===== config.mk =====
export PLATFORM = sky130hd
export DESIGN_NAME = bmp24_stream_decoder_top
export DESIGN_NICKNAME = d
export VERILOG_FILES = /design/src/rtl/bmp24_pkg.sv /design/src/rtl/bmp24_stream_decoder_top.sv /design/src/rtl/bmp24_front.sv /design/src/rtl/bmp24_queue.sv /design/src/rtl/bmp24_back.sv
export SDC_FILE = /design/constraint.sdc
export NUM_CORES = 2
export LEC_CHECK = 0
export ABC_AREA = 1
export CORE_MARGIN = 5
export CORE_UTILIZATION = 59
export CTS_CLUSTER_DIAMETER = 80
export DETAILED_ROUTE_END_ITERATION = 8
export DONT_BUFFER_PORTS = 1
export PLACE_DENSITY = 0.8
export SLEW_MARGIN = 20
export SYNTH_ARGS = -nofsm -noshare
export SYNTH_HDL_FRONTEND = slang
export SYNTH_SLANG_ARGS = --single-unit

===== constraint.sdc =====
create_clock -name clk -period 6.9 [get_ports clk]
set_input_delay 0.69 -clock clk [delete_from_list [all_inputs] [get_ports clk]]
set_output_delay 0.69 -clock clk [all_outputs]
set_load 0.02 [all_outputs]

===== src/rtl/bmp24_pkg.sv =====
package bmp24_pkg;

  localparam logic [2:0] ST_PIXEL   = 3'd0;
  localparam logic [2:0] ST_NOT_BMP = 3'd1;
  localparam logic [2:0] ST_FORMAT  = 3'd2;
  localparam logic [2:0] ST_OFFSET  = 3'd3;
  localparam logic [2:0] ST_TRUNC   = 3'd4;

  localparam logic [15:0] BMP_SIGNATURE = 16'h4D42;
  localparam logic [31:0] DATA_OFFSET   = 32'd54;
  localparam logic [15:0] BIT_COUNT     = 16'd24;
  localparam logic [5:0]  HDR_LAST      = 6'd53;

  // one decoded result item
  typedef struct packed {
    logic [2:0]  status;
    logic [7:0]  red;
    logic [7:0]  green;
    logic [7:0]  blue;
    logic [12:0] column;
    logic [12:0] row;
    logic        last_pixel;
  } bmp24_res_t;

  // what one input byte produced: up to two results
  typedef struct packed {
    logic       has_a;
    bmp24_res_t res_a;
    logic       has_b;
  } bmp24_entry_t;

endpackage


===== src/rtl/bmp24_stream_decoder_top.sv =====
// a result is registered in the queue before it is offered at the output
// throughput: one byte per cycle while the queue has space; a byte causing two results is output as two items
// the set rate is held by a 3-entry queue between the header/pixel parser and the output
// reset: synchronous active-low rst_n clears parser state and empties the queue
// an end-of-file byte returns the parser to its reset state
module bmp24_stream_decoder_top
  import bmp24_pkg::*;
#(
  parameter int MAX_DIM = 8192
) (
  input  logic        clk,
  input  logic        rst_n,
  input  logic        in_valid,
  output logic        in_ready,
  input  logic [7:0]  in_data_byte,
  input  logic        in_end_of_file,
  output logic        out_valid,
  input  logic        out_ready,
  output logic [2:0]  out_status,
  output logic [7:0]  out_red,
  output logic [7:0]  out_green,
  output logic [7:0]  out_blue,
  output logic [12:0] out_column,
  output logic [12:0] out_row,
  output logic        out_last_pixel,
  output logic        out_last_of_run
);

  logic         fe_valid, q_space, q_valid, q_pop;
  bmp24_entry_t fe_entry, q_entry;
  bmp24_res_t   res;

  // parser advances only when the queue can absorb a possible entry
  assign in_ready = q_space;

  bmp24_front #(.MAX_DIM(MAX_DIM)) u_front (
    .clk(clk), .rst_n(rst_n),
    .byte_valid(in_valid && in_ready),
    .data_byte(in_data_byte), .end_of_file(in_end_of_file),
    .entry_valid(fe_valid), .entry(fe_entry)
  );

  bmp24_queue u_queue (
    .clk(clk), .rst_n(rst_n),
    .wr_valid(fe_valid), .wr_entry(fe_entry), .space(q_space),
    .rd_valid(q_valid), .rd_entry(q_entry), .rd_pop(q_pop)
  );

  bmp24_back u_back (
    .clk(clk), .rst_n(rst_n),
    .q_valid(q_valid), .q_entry(q_entry), .q_pop(q_pop),
    .out_valid(out_valid), .out_ready(out_ready),
    .out_res(res), .out_last(out_last_of_run)
  );

  assign out_status     = res.status;
  assign out_red        = res.red;
  assign out_green      = res.green;
  assign out_blue       = res.blue;
  assign out_column     = res.column;
  assign out_row        = res.row;
  assign out_last_pixel = res.last_pixel;

endmodule


===== src/rtl/bmp24_front.sv =====
module bmp24_front
  import bmp24_pkg::*;
#(
  parameter int MAX_DIM = 8192
) (
  input  logic         clk,
  input  logic         rst_n,
  input  logic         byte_valid,
  input  logic [7:0]   data_byte,
  input  logic         end_of_file,
  output logic         entry_valid,
  output bmp24_entry_t entry
);

  localparam logic [2:0] PH_HEADER = 3'd0;
  localparam logic [2:0] PH_PIXEL  = 3'd1;
  localparam logic [2:0] PH_PAD    = 3'd2;
  localparam logic [2:0] PH_IDLE   = 3'd3;
  localparam logic [31:0] MAX_W    = 32'(MAX_DIM);

  logic [2:0]  phase_r, phase_nxt;
  logic [5:0]  hidx_r;
  logic [15:0] sig_r, planes_r, bits_r;
  logic [31:0] offs_r, width_r, height_r, comp_r, size_r;
  logic [12:0] col_r, frow_r;
  logic [1:0]  pidx_r, pad_r;
  logic [7:0]  blue_r, green_r;

  // image size product is precomputed as bytes arrive, split across cycles
  logic [31:0] pitch_r;
  logic [31:0] prod_r;
  logic        dims_ok_r;

  logic [15:0] sig_now;
  logic [31:0] offs_now;
  logic [31:0] pitch_w;
  logic        row_end, last_row, fmt_ok, adv_row;
  bmp24_res_t  res;

  assign sig_now  = (hidx_r == 6'd1) ? {data_byte, sig_r[7:0]} : sig_r;
  assign offs_now = offs_r;
  assign pitch_w  = ((width_r * 32'd3) + 32'd3) & ~32'd3;
  assign row_end  = ({19'd0, col_r} + 32'd1) >= width_r;
  assign last_row = ({19'd0, frow_r} + 32'd1) >= height_r;
  assign fmt_ok   = dims_ok_r && planes_r == 16'd1 && bits_r == BIT_COUNT &&
                    comp_r == 32'd0 && size_r == prod_r;
  assign adv_row  = last_row;

  always_comb begin
    res = '0;
    entry = '0;
    entry_valid = 1'b0;
    phase_nxt = phase_r;
    case (phase_r)
      PH_HEADER: begin
        if (hidx_r == 6'd1 && sig_now != BMP_SIGNATURE) begin
          entry.has_a = 1'b1; entry.res_a.status = ST_NOT_BMP;
          phase_nxt = PH_IDLE;
        end else if (hidx_r >= HDR_LAST) begin
          if (!fmt_ok) begin
            entry.has_a = 1'b1; entry.res_a.status = ST_FORMAT;
            phase_nxt = PH_IDLE;
          end else if (offs_now != DATA_OFFSET) begin
            entry.has_a = 1'b1; entry.res_a.status = ST_OFFSET;
            phase_nxt = PH_IDLE;
          end else begin
            phase_nxt = PH_PIXEL;
          end
        end
      end
      PH_PIXEL: begin
        if (pidx_r == 2'd2) begin
          res.status = ST_PIXEL;
          res.red = data_byte; res.green = green_r; res.blue = blue_r;
          res.column = col_r;
          res.row = height_r[12:0] - 13'd1 - frow_r;
          res.last_pixel = row_end && last_row;
          entry.has_a = 1'b1; entry.res_a = res;
          if (row_end) begin
            if (width_r[1:0] != 2'd0) phase_nxt = PH_PAD;
            else phase_nxt = adv_row ? PH_IDLE : PH_PIXEL;
          end
        end
      end
      PH_PAD: begin
        if (pad_r == 2'd1) phase_nxt = adv_row ? PH_IDLE : PH_PIXEL;
      end
      default: ;
    endcase
    if (end_of_file && phase_nxt != PH_IDLE) begin
      if (entry.has_a) entry.has_b = 1'b1;
      else begin
        entry.has_a = 1'b1; entry.res_a = '0; entry.res_a.status = ST_TRUNC;
      end
    end
    entry_valid = byte_valid && entry.has_a;
  end

  always_ff @(posedge clk) begin
    if (!rst_n || (byte_valid && end_of_file)) begin
      phase_r <= PH_HEADER; hidx_r <= '0; sig_r <= '0; offs_r <= '0;
      width_r <= '0; height_r <= '0; planes_r <= '0; bits_r <= '0;
      comp_r <= '0; size_r <= '0; col_r <= '0; frow_r <= '0;
      pidx_r <= '0; pad_r <= '0; blue_r <= '0; green_r <= '0;
      pitch_r <= '0; prod_r <= '0; dims_ok_r <= 1'b0;
    end else begin
      // pitch settles after width (byte 21), product after height (byte 25)
      pitch_r <= pitch_w;
      prod_r <= pitch_r * height_r;
      dims_ok_r <= width_r >= 32'd1 && width_r <= MAX_W &&
                   height_r >= 32'd1 && height_r <= MAX_W;
      if (byte_valid) begin
        phase_r <= phase_nxt;
        case (phase_r)
          PH_HEADER: begin
            case (hidx_r)
              6'd0: sig_r[7:0] <= data_byte;
              6'd1: sig_r[15:8] <= data_byte;
              6'd10, 6'd11, 6'd12, 6'd13:
                offs_r[{hidx_r[1:0] - 2'd2, 3'd0} +: 8] <= data_byte;
              6'd18, 6'd19, 6'd20, 6'd21:
                width_r[{hidx_r[1:0] - 2'd2, 3'd0} +: 8] <= data_byte;
              6'd22, 6'd23, 6'd24, 6'd25:
                height_r[{hidx_r[1:0] - 2'd2, 3'd0} +: 8] <= data_byte;
              6'd26, 6'd27: planes_r[{hidx_r[0], 3'd0} +: 8] <= data_byte;
              6'd28, 6'd29: bits_r[{hidx_r[0], 3'd0} +: 8] <= data_byte;
              6'd30, 6'd31, 6'd32, 6'd33:
                comp_r[{hidx_r[1:0] - 2'd2, 3'd0} +: 8] <= data_byte;
              6'd34, 6'd35, 6'd36, 6'd37:
                size_r[{hidx_r[1:0] - 2'd2, 3'd0} +: 8] <= data_byte;
              default: ;
            endcase
            if (phase_nxt == PH_HEADER) hidx_r <= hidx_r + 6'd1;
          end
          PH_PIXEL: begin
            case (pidx_r)
              2'd0: begin blue_r <= data_byte; pidx_r <= 2'd1; end
              2'd1: begin green_r <= data_byte; pidx_r <= 2'd2; end
              default: begin
                pidx_r <= 2'd0;
                if (row_end) begin
                  col_r <= '0;
                  pad_r <= width_r[1:0];
                  if (width_r[1:0] == 2'd0 && !adv_row) frow_r <= frow_r + 13'd1;
                end else begin
                  col_r <= col_r + 13'd1;
                end
              end
            endcase
          end
          PH_PAD: begin
            pad_r <= pad_r - 2'd1;
            if (pad_r == 2'd1 && !adv_row) frow_r <= frow_r + 13'd1;
          end
          default: ;
        endcase
      end
    end
  end

endmodule


===== src/rtl/bmp24_queue.sv =====
module bmp24_queue
  import bmp24_pkg::*;
(
  input  logic         clk,
  input  logic         rst_n,
  input  logic         wr_valid,
  input  bmp24_entry_t wr_entry,
  output logic         space,
  output logic         rd_valid,
  output bmp24_entry_t rd_entry,
  input  logic         rd_pop
);

  bmp24_entry_t mem_r [4];
  logic [1:0] wp_r, rp_r;
  logic [2:0] cnt_r;

  assign space    = cnt_r < 3'd3;
  assign rd_valid = cnt_r != 3'd0;
  assign rd_entry = mem_r[rp_r];

  always_ff @(posedge clk) begin
    if (wr_valid) mem_r[wp_r] <= wr_entry;
    if (!rst_n) begin
      wp_r <= '0; rp_r <= '0; cnt_r <= '0;
    end else begin
      if (wr_valid) wp_r <= wp_r + 2'd1;
      if (rd_pop) rp_r <= rp_r + 2'd1;
      cnt_r <= cnt_r + {2'd0, wr_valid} - {2'd0, rd_pop};
    end
  end

endmodule


===== src/rtl/bmp24_back.sv =====
module bmp24_back
  import bmp24_pkg::*;
(
  input  logic         clk,
  input  logic         rst_n,
  input  logic         q_valid,
  input  bmp24_entry_t q_entry,
  output logic         q_pop,
  output logic         out_valid,
  input  logic         out_ready,
  output bmp24_res_t   out_res,
  output logic         out_last
);

  // second result of an entry is always the truncation item
  logic sub_r;

  assign out_valid = q_valid;
  always_comb begin
    out_res = q_entry.res_a;
    out_last = !q_entry.has_b;
    if (sub_r) begin
      out_res = '0;
      out_res.status = ST_TRUNC;
      out_last = 1'b1;
    end
  end
  assign q_pop = q_valid && out_ready && out_last;

  always_ff @(posedge clk) begin
    if (!rst_n) sub_r <= 1'b0;
    else if (q_valid && out_ready) sub_r <= !out_last;
  end

endmodule


==> results.ini <==
[detailed_routing]
drt-total-wl_um=105300
dr.pass1.iters=8
vias=32530
viasPerCell=5.564
ant_nets=0
drt_iter0_drc=3237
wl_per_cell_um=18.01
drc=0

[status]
status=completed

[global_routing]
grt_pass1_vias=31920
antenna_found_initial=0
grt_max_degree=111
gr-total-overflow=0
track_usage_pct=28.43
grt_pass1_wl_um=168500

[power_and_ir_drop]
power_leakage_nw=20.74
power_mw=8.660
pwr-share-seq_pct=41.4
p_clk_share_pct=38.5
switching_share_pct=32.53
p_sw_mw=2.817
powerDensity_mw_per_mm2=200.1
ir_drop_mv=0.2272
power.internal_mw=5.843
combPwrFrac_pct=20.0

[critical_path]
critPathKind=flip-flop to flip-flop
r2r_end=u_front.prod_r[31]$_SDFF_PP0_
crit_fanout=15
r2r_slack_ps=310
worstPathArrival_ps=7110
crit_start=u_front.height_r[4]$_SDFFE_PP0P_
reg2reg_from=u_front.height_r[4]$_SDFFE_PP0P_
start_kind=flip-flop
cp.required_ps=7420
endpoint_kind=flip-flop
reg2reg_depth=27

[yosys]
ys_ff_latch=546
synth_top_area_share_pct=17.88
synth_common_cells=inv_1 (958), nand2_1 (938), nor2_1 (563), a21oi_1 (412), fa_1 (355)
netlist_area_mm2=0.03974
synth_seq_area_share_pct=33.05
synth.most_common_cell=inv_1
synth_edf_count=220
synthArstFlopShare_pct=0
syn_inst=4956
synth_top_cell_by_area=fa_1
ys_types=55
avgSynthCellArea_um2=8.018
synthFlopType=dfxtp_1
synth_fp_nets=5574
synth_area_leaders=fa_1 (18%), edfxtp_1 (17%), dfxtp_1 (16%), inv_1 (9.0%), nand2_1 (8.9%)
ys_warn_count=0

[sta]
setup_tns_ps=0
fin_crit_sh_pct=95.53
setup_violations=0
skew_ps=31.12
slew_violations=0
max_slew_margin_pct=30.98
worst_pin_slew_ps=1034
hold_violations=0
period_needed_ps=6592
fmax_mhz=151.7
whs_ps=132.4

[clock_network]
clock_tree.buffer_depth=3
clk_latency_ps=650
cts-root-buf=clkbuf_16
postCtsHoldBufs=0
cts_tree=done
cts_sinks=546
clkTransAtPathRegs_ps=60
cts_buffers=58
htree_num_levels=2

[layout]
final_nets=5542
layout-drive-gt1-share_pct=6.555
antenna_cells=0
syn2layout_area_growth_pct=8.926

[die]
die_area_mm2=0.07265
initial_utilization_pct=59.28
fp.dieW_um=269.5
die_h_um=269.5
core-area_mm2=0.06704
row_count=95
io_pins=70

[placed_design]
place_hpwl_um=77170
port_buffers=0
gp_congestion=0.9689

[worst_hold_path]
hp-class=primary input to flip-flop
hp-start=rst_n
whs_path_depth=2
hold_path_end=u_queue.cnt_r[0]$_SDFF_PN0_

[flow_run]
drv_cap=0

worst max-delay path: stages (launching register included):
cell      delay [ps]
dfxtp_4          370
buf_12           160
nand2_1           60
inv_1             50
fa_1             520
inv_1             50
fa_1             510
fa_1             540
fa_1             500
inv_1             50
fa_1             530
fa_1             440
fa_1             540
inv_1             50
fa_1             530
inv_1             40
ha_2             380
nand2_2          110
nor2_4           110
nand4_1          130
nand3_2          120
nand2_1           70
o211ai_1         140
nand2_1           90
o211ai_1         120
nand3_1          110
nand2_1           80
nor2_1            50
sequential cells by signal, summed over array words and instances (netlist names), 30 cells and up, named ones only:
register	count
u_front.height_r	32
u_front.pitch_r	30
u_front.prod_r	30
u_front.width_r	32
u_queue.mem_r	220
u_front.size_r	32
u_front.offs_now	32
u_front.comp_r	32
worst max path at each step:
stage,depth (start not counted),slack [ps],to
floorplan,29,270,u_front.prod_r[31]$_SDFF_PP0_
global placement,29,280,u_front.prod_r[31]$_SDFF_PP0_
detailed placement,29,140,u_front.prod_r[31]$_SDFF_PP0_
CTS,29,110,u_front.prod_r[31]$_SDFF_PP0_
global route,27,-40,u_front.prod_r[30]$_SDFF_PP0_
finish,27,310,u_front.prod_r[31]$_SDFF_PP0_
cell usage in the layout (no fill, tap or decap), drive strengths merged, types with 24 or more instances in the layout:
| cell | instances |
|---|---|
| nand2 | 944 |
| edfxtp | 220 |
| xor2 | 43 |
| nand3 | 94 |
| inv | 1000 |
| nor3 | 24 |
| dfxtp | 326 |
| ha | 250 |
| a21oi | 413 |
| nor2 | 570 |
| buf | 112 |
| fa | 355 |
| o21ai | 360 |
| xnor2 | 45 |
| clkbuf | 75 |
stage by stage:
step / worst slack, ps / instance area, um^2 / instances / utilization [%]
after floorplan: 270.3 / 39740 / 4956 / -
after global placement: 277.8 / 40980 / 5732 / 61.13
after detailed placement: 137.2 / 40980 / 5732 / 61.13
after CTS: 110.1 / 43050 / 5841 / 64.22
after global routing: -42.91 / 43290 / 5846 / 64.57
final: 308.3 / 43290 / 5846 / 64.57
routing by layer:
metal	track usage, %	share of wire (%)	vias up
met1	37.36	39	15400
li1	-	-	15280
met4	12.15	5.1	0
met2	46.77	47	1529
met5	0	0	-
met3	5.041	8.7	313
power by group through the flow:
stage                     Combinational, mW  Clock (mW)  Sequential (mW)
after global routing                   1.88        3.52             3.60
after floorplan                        1.25           0             3.64
final                                  1.74        3.34             3.59
after CTS                              1.72        3.36             3.59
after global placement                 1.67           0             3.65
after detailed placement               1.70           0             3.66
cells by family (layout without fill, tap and decap cells):
group           count (synthesis)  count (layout)  synth area share (%)
buf+inv                      1203            1220                 11.46
compound gates                846             846                 11.20
xor+xnor                       88              88                 1.996
flops                         546             546                 33.05
fa+ha+maj                     605             605                 25.75
simple gates                 1668            1668                 16.55
what timing repair did:
item | CTS | global route
gates resized for setup | 0 | 51
setup buffers | 0 | 2
endpoints found under the setup margin | 0 | 9
endpoints found under the hold margin | 0 | 0
cell type report:
cell class	instances	area (um^2)
clock inverter	37	516.7
multi-input combinational	3207	22190
tap	873	1092
clock buffer	72	1554
timing repair buffer	115	1015
sequential	546	13170
inverter	996	3742
fill	5416	23750
No activity file was read; power rests on OpenSTA's default activity.
